## config.mk

```make
export PLATFORM = sky130hd
export DESIGN_NAME = wheel_encoder_fault_monitor
export DESIGN_NICKNAME = d
export VERILOG_FILES = /design/src/hdl/wefm_pkg.sv /design/src/hdl/wefm_front.sv /design/src/hdl/wefm_queue.sv /design/src/hdl/wefm_back.sv /design/src/hdl/wheel_encoder_fault_monitor.sv
export SDC_FILE = /design/constraint.sdc
export NUM_CORES = 2
export LEC_CHECK = 0
export BUFFER_PORTS_ARGS = -buffer_cell sky130_fd_sc_hd__buf_2
export CORE_AREA = 2 2 265 528
export DETAILED_ROUTE_END_ITERATION = 7
export DIE_AREA = 0 0 267 530
export GPL_ROUTABILITY_DRIVEN = 1
export PLACE_DENSITY = 0.42
export REMOVE_ABC_BUFFERS = 1
export SYNTH_ARGS = -nofsm -noshare
export SYNTH_HDL_FRONTEND = slang
export SYNTH_SLANG_ARGS = --single-unit
```

## constraint.sdc

```tcl
create_clock -name clk -period 22.1 [get_ports clk]
set_input_delay 6.63 -clock clk [delete_from_list [all_inputs] [get_ports clk]]
set_output_delay 6.63 -clock clk [all_outputs]
set_load 0.05 [all_outputs]
```

## src/hdl/wefm_pkg.sv

```systemverilog
// ----------------------------------------------------------------------------
// wefm_pkg
// Shared types and constants of the wheel encoder fault monitor.
// ----------------------------------------------------------------------------
package wefm_pkg;

	// Geometry
	localparam int WHEEL_COUNT    = 4;
	localparam int SPEED_BITS     = 16;
	localparam int WHEEL_IDX_BITS = (WHEEL_COUNT > 1) ? $clog2(WHEEL_COUNT) : 1;
	localparam int TIME_BITS      = 32;
	localparam int CFG_BITS       = 16;
	localparam int STILL_BITS     = 15;
	localparam int CFG_IDX_BITS   = 2;
	localparam int QUEUE_DEPTH    = 2;

	// Input kinds
	localparam logic [1:0] KIND_ENC   = 2'd0;
	localparam logic [1:0] KIND_DRV   = 2'd1;
	localparam logic [1:0] KIND_CHECK = 2'd2;
	localparam logic [1:0] KIND_NONE  = 2'd3;

	// Decoded operations handed to the back end
	localparam logic [1:0] OP_NOP   = 2'd0;
	localparam logic [1:0] OP_ENC   = 2'd1;
	localparam logic [1:0] OP_DRV   = 2'd2;
	localparam logic [1:0] OP_CHECK = 2'd3;

	// Result status codes
	localparam logic [1:0] ST_OK        = 2'd0;
	localparam logic [1:0] ST_ENC_STALE = 2'd1;
	localparam logic [1:0] ST_ENC_FAIL  = 2'd2;
	localparam logic [1:0] ST_DRV_STALE = 2'd3;

	// Configuration register indexes
	localparam logic [CFG_IDX_BITS-1:0] CFG_STALE   = 2'd0;
	localparam logic [CFG_IDX_BITS-1:0] CFG_GAP     = 2'd1;
	localparam logic [CFG_IDX_BITS-1:0] CFG_PERSIST = 2'd2;
	localparam logic [CFG_IDX_BITS-1:0] CFG_STILL   = 2'd3;

	// Register reset values
	localparam logic [CFG_BITS-1:0]   RST_STALE   = 16'd110;
	localparam logic [CFG_BITS-1:0]   RST_GAP     = 16'd128;
	localparam logic [CFG_BITS-1:0]   RST_PERSIST = 16'd500;
	localparam logic [STILL_BITS-1:0] RST_STILL   = 15'd3;

	typedef logic signed [SPEED_BITS-1:0] speed_t;
	typedef speed_t [WHEEL_COUNT-1:0] speed_vec_t;

	// Input beat
	typedef struct packed {
		logic [1:0]           kind;
		logic [TIME_BITS-1:0] time_ms;
		speed_t               speed_w0;
		speed_t               speed_w1;
		speed_t               speed_w2;
		speed_t               speed_w3;
	} in_t;

	// Result beat
	typedef struct packed {
		logic       checked;
		logic       healthy;
		logic [1:0] status;
		logic       fault_latched;
		logic [1:0] failed_wheel;
	} out_t;

	// Classified item travelling from front to back
	typedef struct packed {
		logic [1:0]           op;
		logic [TIME_BITS-1:0] time_ms;
		speed_vec_t           speed;
	} cmd_t;

endpackage

```

## src/hdl/wefm_front.sv

```systemverilog
// ----------------------------------------------------------------------------
// wefm_front
// Accepts input beats, decodes the kind into an operation and holds the
// classified item until the queue takes it.
// ----------------------------------------------------------------------------
module wefm_front (
	input  logic              clk,
	input  logic              arst_n,
	input  logic              in_valid,
	output logic              in_ready,
	input  wefm_pkg::in_t     in_data,
	output logic              push_valid,
	input  logic              push_ready,
	output wefm_pkg::cmd_t    push_data
);

	logic           valid_s1;
	wefm_pkg::cmd_t cmd_s1;
	wefm_pkg::cmd_t cmd_d;

	// Stage is free when empty or when its beat moves on this cycle
	assign in_ready   = !valid_s1 || push_ready;
	assign push_valid = valid_s1;
	assign push_data  = cmd_s1;

	// Classify the incoming beat
	always_comb begin
		cmd_d.time_ms  = in_data.time_ms;
		cmd_d.speed[0] = in_data.speed_w0;
		cmd_d.speed[1] = in_data.speed_w1;
		cmd_d.speed[2] = in_data.speed_w2;
		cmd_d.speed[3] = in_data.speed_w3;
		unique case (in_data.kind)
			wefm_pkg::KIND_ENC:   cmd_d.op = wefm_pkg::OP_ENC;
			wefm_pkg::KIND_DRV:   cmd_d.op = wefm_pkg::OP_DRV;
			wefm_pkg::KIND_CHECK: cmd_d.op = wefm_pkg::OP_CHECK;
			wefm_pkg::KIND_NONE:  cmd_d.op = wefm_pkg::OP_NOP;
			default:              cmd_d.op = wefm_pkg::OP_NOP;
		endcase
	end

	// Stage valid
	always_ff @(posedge clk or negedge arst_n) begin
		if (!arst_n) begin
			valid_s1 <= 1'b0;
		end else if (in_ready) begin
			valid_s1 <= in_valid;
		end
	end

	// Stage payload
	always_ff @(posedge clk) begin
		if (in_valid && in_ready) begin
			cmd_s1 <= cmd_d;
		end
	end

endmodule

```

## src/hdl/wefm_queue.sv

```systemverilog
// ----------------------------------------------------------------------------
// wefm_queue
// Short FIFO between the front and the back end so each side stalls alone.
// ----------------------------------------------------------------------------
module wefm_queue (
	input  logic           clk,
	input  logic           arst_n,
	input  logic           push_valid,
	output logic           push_ready,
	input  wefm_pkg::cmd_t push_data,
	output logic           pop_valid,
	input  logic           pop_ready,
	output wefm_pkg::cmd_t pop_data
);

	localparam int PTR_BITS = (wefm_pkg::QUEUE_DEPTH > 1) ? $clog2(wefm_pkg::QUEUE_DEPTH) : 1;
	localparam int CNT_BITS = $clog2(wefm_pkg::QUEUE_DEPTH + 1);
	localparam logic [PTR_BITS-1:0] LAST_PTR = PTR_BITS'(wefm_pkg::QUEUE_DEPTH - 1);
	localparam logic [CNT_BITS-1:0] FULL_CNT = CNT_BITS'(wefm_pkg::QUEUE_DEPTH);

	wefm_pkg::cmd_t              slot_q [wefm_pkg::QUEUE_DEPTH];
	logic [PTR_BITS-1:0]         wr_ptr_q;
	logic [PTR_BITS-1:0]         rd_ptr_q;
	logic [CNT_BITS-1:0]         count_q;
	logic                        push;
	logic                        pop;

	assign push_ready = (count_q != FULL_CNT);
	assign pop_valid  = (count_q != '0);
	assign pop_data   = slot_q[rd_ptr_q];
	assign push       = push_valid && push_ready;
	assign pop        = pop_valid && pop_ready;

	// Pointers and fill count
	always_ff @(posedge clk or negedge arst_n) begin
		if (!arst_n) begin
			wr_ptr_q <= '0;
			rd_ptr_q <= '0;
			count_q  <= '0;
		end else begin
			if (push) begin
				wr_ptr_q <= (wr_ptr_q == LAST_PTR) ? '0 : wr_ptr_q + 1'b1;
			end
			if (pop) begin
				rd_ptr_q <= (rd_ptr_q == LAST_PTR) ? '0 : rd_ptr_q + 1'b1;
			end
			if (push && !pop) begin
				count_q <= count_q + 1'b1;
			end else if (pop && !push) begin
				count_q <= count_q - 1'b1;
			end
		end
	end

	// Storage
	always_ff @(posedge clk) begin
		if (push) begin
			slot_q[wr_ptr_q] <= push_data;
		end
	end

	// Checks
	a_count_range: assert property (@(posedge clk) disable iff (!arst_n)
		count_q <= FULL_CNT)
		else $error("queue count beyond depth");
	a_count_up: assert property (@(posedge clk) disable iff (!arst_n)
		push && !pop |=> count_q == $past(count_q) + 1'b1)
		else $error("queue count did not follow a lone push");

endmodule

```

## src/hdl/wefm_back.sv

```systemverilog
// ----------------------------------------------------------------------------
// wefm_back
// Holds the stored speeds, stamps and fault state, runs the health check and
// drives the result register. Per-wheel errors are refreshed on each store so
// a check only searches them.
// ----------------------------------------------------------------------------
module wefm_back (
	input  logic                                 clk,
	input  logic                                 arst_n,
	input  logic                                 pop_valid,
	output logic                                 pop_ready,
	input  wefm_pkg::cmd_t                       pop_data,
	input  logic                                 cfg_we,
	input  logic [wefm_pkg::CFG_IDX_BITS-1:0]    cfg_index,
	input  logic [wefm_pkg::CFG_BITS-1:0]        cfg_data,
	output logic                                 out_valid,
	input  logic                                 out_ready,
	output wefm_pkg::out_t                       out_data
);

	localparam int WC = wefm_pkg::WHEEL_COUNT;
	localparam int SB = wefm_pkg::SPEED_BITS;
	localparam int IB = wefm_pkg::WHEEL_IDX_BITS;
	localparam int TB = wefm_pkg::TIME_BITS;

	// Configuration
	logic [wefm_pkg::CFG_BITS-1:0]   stale_q;
	logic [wefm_pkg::CFG_BITS-1:0]   gap_q;
	logic [wefm_pkg::CFG_BITS-1:0]   persist_q;
	logic [wefm_pkg::STILL_BITS-1:0] still_q;

	// Stored state
	wefm_pkg::speed_vec_t meas_q;
	wefm_pkg::speed_vec_t cmd_q;
	logic [SB-1:0]        err_q [WC];
	logic [TB-1:0]        enc_stamp_q;
	logic [TB-1:0]        drv_stamp_q;
	logic                 have_enc_q;
	logic                 have_drv_q;
	logic [TB-1:0]        clear_time_q;
	logic                 fault_q;
	logic [1:0]           fault_wheel_q;

	// Result register
	logic                 out_valid_q;
	wefm_pkg::out_t       res_q;

	// Combinational results
	logic                 take;
	logic [SB-1:0]        err_d [WC];
	logic [IB-1:0]        cand;
	logic [SB-1:0]        best;
	logic [SB-1:0]        second;
	logic                 enc_stale;
	logic                 drv_stale;
	logic                 suspect;
	logic                 persist_over;
	logic                 fail;
	logic                 clear_upd;
	logic                 healthy_d;
	logic [1:0]           status_d;

	assign take      = pop_valid && pop_ready;
	assign pop_ready = !out_valid_q || out_ready;
	assign out_valid = out_valid_q;
	assign out_data  = res_q;

	// Fresh per-wheel error magnitudes for a store beat
	always_comb begin
		logic signed [SB:0] diff;
		logic signed [SB:0] mag;
		for (int i = 0; i < WC; i++) begin
			if (pop_data.op == wefm_pkg::OP_ENC) begin
				diff = {pop_data.speed[i][SB-1], pop_data.speed[i]} - {cmd_q[i][SB-1], cmd_q[i]};
			end else begin
				diff = {meas_q[i][SB-1], meas_q[i]} - {pop_data.speed[i][SB-1], pop_data.speed[i]};
			end
			mag      = diff[SB] ? -diff : diff;
			err_d[i] = mag[SB-1:0];
		end
	end

	// Largest error, lowest index on ties, then largest of the rest
	always_comb begin
		best = err_q[0];
		cand = '0;
		for (int i = 1; i < WC; i++) begin
			if (err_q[i] > best) begin
				best = err_q[i];
				cand = IB'(i);
			end
		end
		second = '0;
		for (int i = 0; i < WC; i++) begin
			if (IB'(i) != cand && err_q[i] > second) begin
				second = err_q[i];
			end
		end
	end

	// Health check decision
	always_comb begin
		enc_stale    = !have_enc_q ||
			((pop_data.time_ms - enc_stamp_q) > {{(TB-wefm_pkg::CFG_BITS){1'b0}}, stale_q});
		drv_stale    = !have_drv_q ||
			((pop_data.time_ms - drv_stamp_q) > {{(TB-wefm_pkg::CFG_BITS){1'b0}}, stale_q});
		suspect      = (meas_q[cand] <= $signed({1'b0, still_q})) &&
			((best - second) >= gap_q);
		persist_over = (enc_stamp_q - clear_time_q) >
			{{(TB-wefm_pkg::CFG_BITS){1'b0}}, persist_q};
		fail         = 1'b0;
		clear_upd    = 1'b0;
		healthy_d    = 1'b0;
		status_d     = wefm_pkg::ST_OK;
		if (pop_data.op == wefm_pkg::OP_CHECK) begin
			priority if (enc_stale) begin
				status_d = wefm_pkg::ST_ENC_STALE;
			end else if (drv_stale) begin
				healthy_d = 1'b1;
				status_d  = wefm_pkg::ST_DRV_STALE;
			end else begin
				fail      = suspect && persist_over;
				clear_upd = !suspect;
				healthy_d = !fail;
				status_d  = fail ? wefm_pkg::ST_ENC_FAIL : wefm_pkg::ST_OK;
			end
		end
	end

	// Configuration registers
	always_ff @(posedge clk or negedge arst_n) begin
		if (!arst_n) begin
			stale_q   <= wefm_pkg::RST_STALE;
			gap_q     <= wefm_pkg::RST_GAP;
			persist_q <= wefm_pkg::RST_PERSIST;
			still_q   <= wefm_pkg::RST_STILL;
		end else if (cfg_we) begin
			unique case (cfg_index)
				wefm_pkg::CFG_STALE:   stale_q   <= cfg_data;
				wefm_pkg::CFG_GAP:     gap_q     <= cfg_data;
				wefm_pkg::CFG_PERSIST: persist_q <= cfg_data;
				wefm_pkg::CFG_STILL:   still_q   <= cfg_data[wefm_pkg::STILL_BITS-1:0];
				default: ;
			endcase
		end
	end

	// Monitor state
	always_ff @(posedge clk or negedge arst_n) begin
		if (!arst_n) begin
			meas_q        <= '0;
			cmd_q         <= '0;
			for (int i = 0; i < WC; i++) begin
				err_q[i] <= '0;
			end
			enc_stamp_q   <= '0;
			drv_stamp_q   <= '0;
			have_enc_q    <= 1'b0;
			have_drv_q    <= 1'b0;
			clear_time_q  <= '0;
			fault_q       <= 1'b0;
			fault_wheel_q <= '0;
		end else if (take) begin
			unique case (pop_data.op)
				wefm_pkg::OP_ENC: begin
					meas_q      <= pop_data.speed;
					err_q       <= err_d;
					enc_stamp_q <= pop_data.time_ms;
					have_enc_q  <= 1'b1;
				end
				wefm_pkg::OP_DRV: begin
					cmd_q       <= pop_data.speed;
					err_q       <= err_d;
					drv_stamp_q <= pop_data.time_ms;
					have_drv_q  <= 1'b1;
				end
				wefm_pkg::OP_CHECK: begin
					if (clear_upd) begin
						clear_time_q <= enc_stamp_q;
					end
					if (fail) begin
						fault_q       <= 1'b1;
						fault_wheel_q <= 2'(cand);
					end
				end
				wefm_pkg::OP_NOP: ;
				default: ;
			endcase
		end
	end

	// Result valid
	always_ff @(posedge clk or negedge arst_n) begin
		if (!arst_n) begin
			out_valid_q <= 1'b0;
		end else if (pop_ready) begin
			out_valid_q <= pop_valid;
		end
	end

	// Result payload; the fault fields show the state after this beat
	always_ff @(posedge clk) begin
		if (take) begin
			res_q.checked       <= (pop_data.op == wefm_pkg::OP_CHECK);
			res_q.healthy       <= healthy_d;
			res_q.status        <= status_d;
			res_q.fault_latched <= fault_q || fail;
			res_q.failed_wheel  <= fail ? 2'(cand) : fault_wheel_q;
		end
	end

	// Checks
	a_fault_sticky: assert property (@(posedge clk) disable iff (!arst_n)
		fault_q |=> fault_q)
		else $error("fault latch dropped");
	a_fail_latched: assert property (@(posedge clk) disable iff (!arst_n)
		out_valid_q && res_q.status == wefm_pkg::ST_ENC_FAIL |->
			res_q.fault_latched && !res_q.healthy && res_q.checked)
		else $error("failure result without latched fault");
	a_store_quiet: assert property (@(posedge clk) disable iff (!arst_n)
		out_valid_q && !res_q.checked |-> !res_q.healthy && res_q.status == wefm_pkg::ST_OK)
		else $error("non-check result carries a check answer");

endmodule

```

## src/hdl/wheel_encoder_fault_monitor.sv

```systemverilog
// Path: an accepted input beat passes the front register, then the queue,
// then the back end's result register, which presents its result.
// Throughput: one item per cycle while out_ready is high; the back end's check over
// pre-registered wheel errors sets the rate, the two-entry queue absorbs stalls.
// Reset: arst_n clears all stored speeds, stamps and the fault latch at once
// and loads the register defaults; no clearing pass is needed.
// ----------------------------------------------------------------------------
// wheel_encoder_fault_monitor
// Top level: front classifier, decoupling queue and check back end.
// ----------------------------------------------------------------------------
module wheel_encoder_fault_monitor (
	input  logic                              clk,
	input  logic                              arst_n,
	input  logic                              in_valid,
	output logic                              in_ready,
	input  wefm_pkg::in_t                     in_data,
	output logic                              out_valid,
	input  logic                              out_ready,
	output wefm_pkg::out_t                    out_data,
	input  logic                              cfg_valid,
	output logic                              cfg_ready,
	input  logic [wefm_pkg::CFG_IDX_BITS-1:0] cfg_index,
	input  logic [wefm_pkg::CFG_BITS-1:0]     cfg_data
);

	logic           push_valid;
	logic           push_ready;
	wefm_pkg::cmd_t push_data;
	logic           pop_valid;
	logic           pop_ready;
	wefm_pkg::cmd_t pop_data;

	// Register writes are always accepted; cfg_ready is tied high
	assign cfg_ready = 1'b1;

	wefm_front u_front (
		.clk        (clk),
		.arst_n     (arst_n),
		.in_valid   (in_valid),
		.in_ready   (in_ready),
		.in_data    (in_data),
		.push_valid (push_valid),
		.push_ready (push_ready),
		.push_data  (push_data)
	);

	wefm_queue u_queue (
		.clk        (clk),
		.arst_n     (arst_n),
		.push_valid (push_valid),
		.push_ready (push_ready),
		.push_data  (push_data),
		.pop_valid  (pop_valid),
		.pop_ready  (pop_ready),
		.pop_data   (pop_data)
	);

	wefm_back u_back (
		.clk       (clk),
		.arst_n    (arst_n),
		.pop_valid (pop_valid),
		.pop_ready (pop_ready),
		.pop_data  (pop_data),
		.cfg_we    (cfg_valid && cfg_ready),
		.cfg_index (cfg_index),
		.cfg_data  (cfg_data),
		.out_valid (out_valid),
		.out_ready (out_ready),
		.out_data  (out_data)
	);

endmodule
```

==> flow_summary.toml <==
[yosys]
synth_top_family_by_area = "compound AO/OA/AOI/OAI gates"
synth-compound-area-share = 0.1595
synth-seq-cells = 663
synth_area_sq_um = 42340
synth.area.mux_share = 0.06649
synthCells = 4388
avgSynthCellArea_sq_um = 9.649
synthArstFlopShare = 0.5460
yosysTopAreaCell = "edfxtp_1"
ys.flop_type = "dfrtp_1"
synth_edf_count = 301
synthSimpleGateAreaFrac = 0.1167
synth_top_area_frac = 0.2135
synth_area_leaders = "edfxtp_1, dfrtp_1, ha_1, mux2i_1, inv_1"
yosysSeqAreaShare = 0.4278
synthXorXnorAreaFrac = 0.04365
synth.distinct_cells = 91
yosys_warnings = 0
synthAdderAreaFrac = 0.1295

[worst_hold_path]
hold_start = "u_front.push_data[67]"
hold_class = "reg2reg"
hold-path-endpoint = "u_queue.slot_q[0][67]"
whs_path_depth = 0

[worst_setup_path]
reg2reg_slack_ps = 1430
worst_setup_path_end_kind = "flip-flop"
cpMostUsedCell = "o21ai_0"
critPathMaxFanout = 67
worstReg2RegStart = "u_back.err_q[62]"
reg2reg_depth = 80
arrival_ps = 21120
rr_endpoint = "u_back.out_data[0]"
crit_slowest_cell = "o21ai_0"
worstSetupPathType = "reg2reg"
cpPeakStageDelay_ps = 670
worstSetupStartpointType = "flip-flop"
required_ps = 22550

[drt]
wire_per_inst_um = 20.83
wl_um = 133900
drt_iter0_drc = 1259
postRouteAntennaNets = 0
via_count = 31570
drc_errors = 0
via_per_inst = 4.912
dr.pass1.iters = 8

[placed_design]
gp_congestion = 0.8935
port_buffers = 129
dpl.hpwl_um = 106300

[sta]
finClkSkew_ps = 28.64
worst_slew_pin_slew_ps = 1115
period_share = 0.9353
drv_slew = 0
rsz0062_at_grt = "false"
hold_violations = 0
min_period_ps = 20670
fin_hold_ws_ps = 438.5
finalSetupViolations = 0
slew-limit-headroom = 0.2498
max_freq_ghz = 0.04838

[floorplanning]
core_sq_um = 137900
start_util = 0.3071
rows = 193
fp.dieW_um = 267
die_y_um = 530
die-area_sq_um = 141500
pin_count = 131

[clock_tree]
cts_tree = "yes"
clock_latency_ps = 700
cts_buffers = 74
path_clk_slew_ps = 70
clock_sinks = 663
h-tree-depth = 3
clk_path_buf_depth = 3
cts_root_buf = "clkbuf_16"

[grt]
grt_start_max_net_pins = 115
grt_pass1_wl_um = 198300
grt_usage = 0.1892
grt_overflow = 0
antenna_found_initial = 1
grt_pass1_vias = 33080

[finish]
layout-area-overhead-vs-synth_pct = 12.74
drive_gt1_frac = 0.09578
num-nets-final = 5064

[outcome]
status = "completed"

[job]
max-cap-violations = 0
==> worst max-delay path by stage <==
stage                          start                     end  slack, ps
finish              u_back.err_q[62]      u_back.out_data[0]       1430
global route        u_back.err_q[62]      u_back.out_data[1]         60
CTS                 u_back.err_q[62]      u_back.out_data[0]       1320
detailed placement  u_back.err_q[46]      u_back.out_data[0]       1370
global placement    u_back.err_q[62]      u_back.out_data[0]       1720
floorplan           u_back.err_q[46]  u_back.clear_time_q[0]       -550
==> Yosys cell counts, drive strengths merged (26+ instances only) <==
cell type,count
inv,486
ha,419
nand2,387
o21ai,385
dfrtp,348
a21oi,343
nor2,330
edfxtp,301
mux2i,189
xnor2,117
clkbuf,104
xor2,94
a21o,89
mux2,82
nand3,44
nand4,44
nor2b,44
nor3,43
o21a,40
and3,38
nand2b,34
a211oi,31
a31oi,29
o21bai,28
a21boi,27
buf,26
==> flip-flops by register name, indices dropped and copies added, names as in the netlist, 2 cells and up <==
register,count
u_back.enc_stamp_q,32
u_queue.count_q,2
u_queue.slot_q,196
u_back.gap_q,16
u_back.still_q,15
u_back.clear_time_q,32
u_front.push_data,98
u_back.err_q,64
u_back.drv_stamp_q,32
u_back.persist_q,16
u_back.out_data,7
u_back.meas_q,64
u_back.fault_wheel_q,2
u_back.cmd_q,64
u_back.stale_q,16
==> layer usage <==
metal,up-vias,global-route usage,share of wire
li1,15710,-,-
met3,248,0.02042,0.021
met2,439,0.4030,0.59
met1,15170,0.1646,0.33
met4,0,0.1044,0.058
met5,-,0,0
==> what timing repair did <==
item | 4_1_cts | 5_1_grt
resized for setup | 0 | 1
endpoints found under the hold margin | 0 | 0
setup buffers | 0 | 0
endpoints found under the setup margin | 0 | 6
hold buffers | 0 | 0
==> cells in the final DEF (no fill, tap or decap), types with 15 or more instances in the layout <==
| cell type | Yosys | final |
|---|---|---|
| inv_1 | 486 | 486 |
| ha_1 | 419 | 418 |
| nand2_1 | 387 | 385 |
| o21ai_0 | 352 | 352 |
| dfrtp_1 | 348 | 347 |
| a21oi_1 | 343 | 342 |
| nor2_1 | 329 | 328 |
| edfxtp_1 | 301 | 301 |
| mux2i_1 | 189 | 189 |
| buf_2 | 2 | 128 |
| xnor2_1 | 117 | 117 |
| xor2_1 | 94 | 94 |
| a21o_1 | 89 | 89 |
| mux2_2 | 78 | 78 |
| clkbuf_16 | 0 | 76 |
| buf_4 | 1 | 48 |
| nor2b_1 | 44 | 44 |
| nand4_1 | 44 | 44 |
| nand3_1 | 44 | 44 |
| nor3_1 | 43 | 43 |
| o21a_1 | 40 | 40 |
| and3_1 | 37 | 36 |
| o21ai_1 | 33 | 33 |
| nand2b_1 | 34 | 33 |
| a211oi_1 | 29 | 29 |
| a31oi_1 | 29 | 28 |
| o21bai_1 | 28 | 28 |
| a21boi_0 | 22 | 22 |
| o31ai_1 | 20 | 20 |
| a2111oi_0 | 16 | 15 |
==> layout make-up <==
cell class / count / area (sq um)
clock inverters: 44 / 462.9
well taps: 1852 / 2317
diodes: 2 / 5.005
clock buffers: 93 / 2026
repair buffers: 178 / 1036
multi-input cells: 3106 / 21940
flip-flops and latches: 663 / 18120
fillers: 14190 / 90150
inverters: 489 / 1836
==> worst max-delay path: cells and delay by family (launching register included) <==
family                   cells  cell delay (ps)
XOR/XNOR                     1               90
adder cells (fa/ha/maj)      8             2530
flip-flops                   1              390
AO/OA/AOI/OAI               42             9950
multiplexers                 3             1090
buffers and inverters        8             1400
AND/OR/NAND/NOR             18             4920
==> per-stage QoR <==
step	instance area (sq um)	setup TNS, ps	setup slack (ps)	cells	util
finish	47740	0	1429	6427	0.3462
global placement	45240	0	1722	6288	0.3281
global route	47740	0	61.65	6426	0.3462
CTS	47730	0	1319	6425	0.3461
floorplan	41800	-13060	-550.3	4258	-
detailed placement	45240	0	1370	6288	0.3281
==> kinds of logic after synthesis <==
group	after synthesis
AO/OA/AOI/OAI	1121
XOR/XNOR	211
adder cells (fa/ha/maj)	431
buffers and inverters	619
flip-flops	663
multiplexers	271
other	1
AND/OR/NAND/NOR	1071
Power is not shown: default switching activity piles up to over one toggle a cycle in this logic, so the estimate is an artifact.
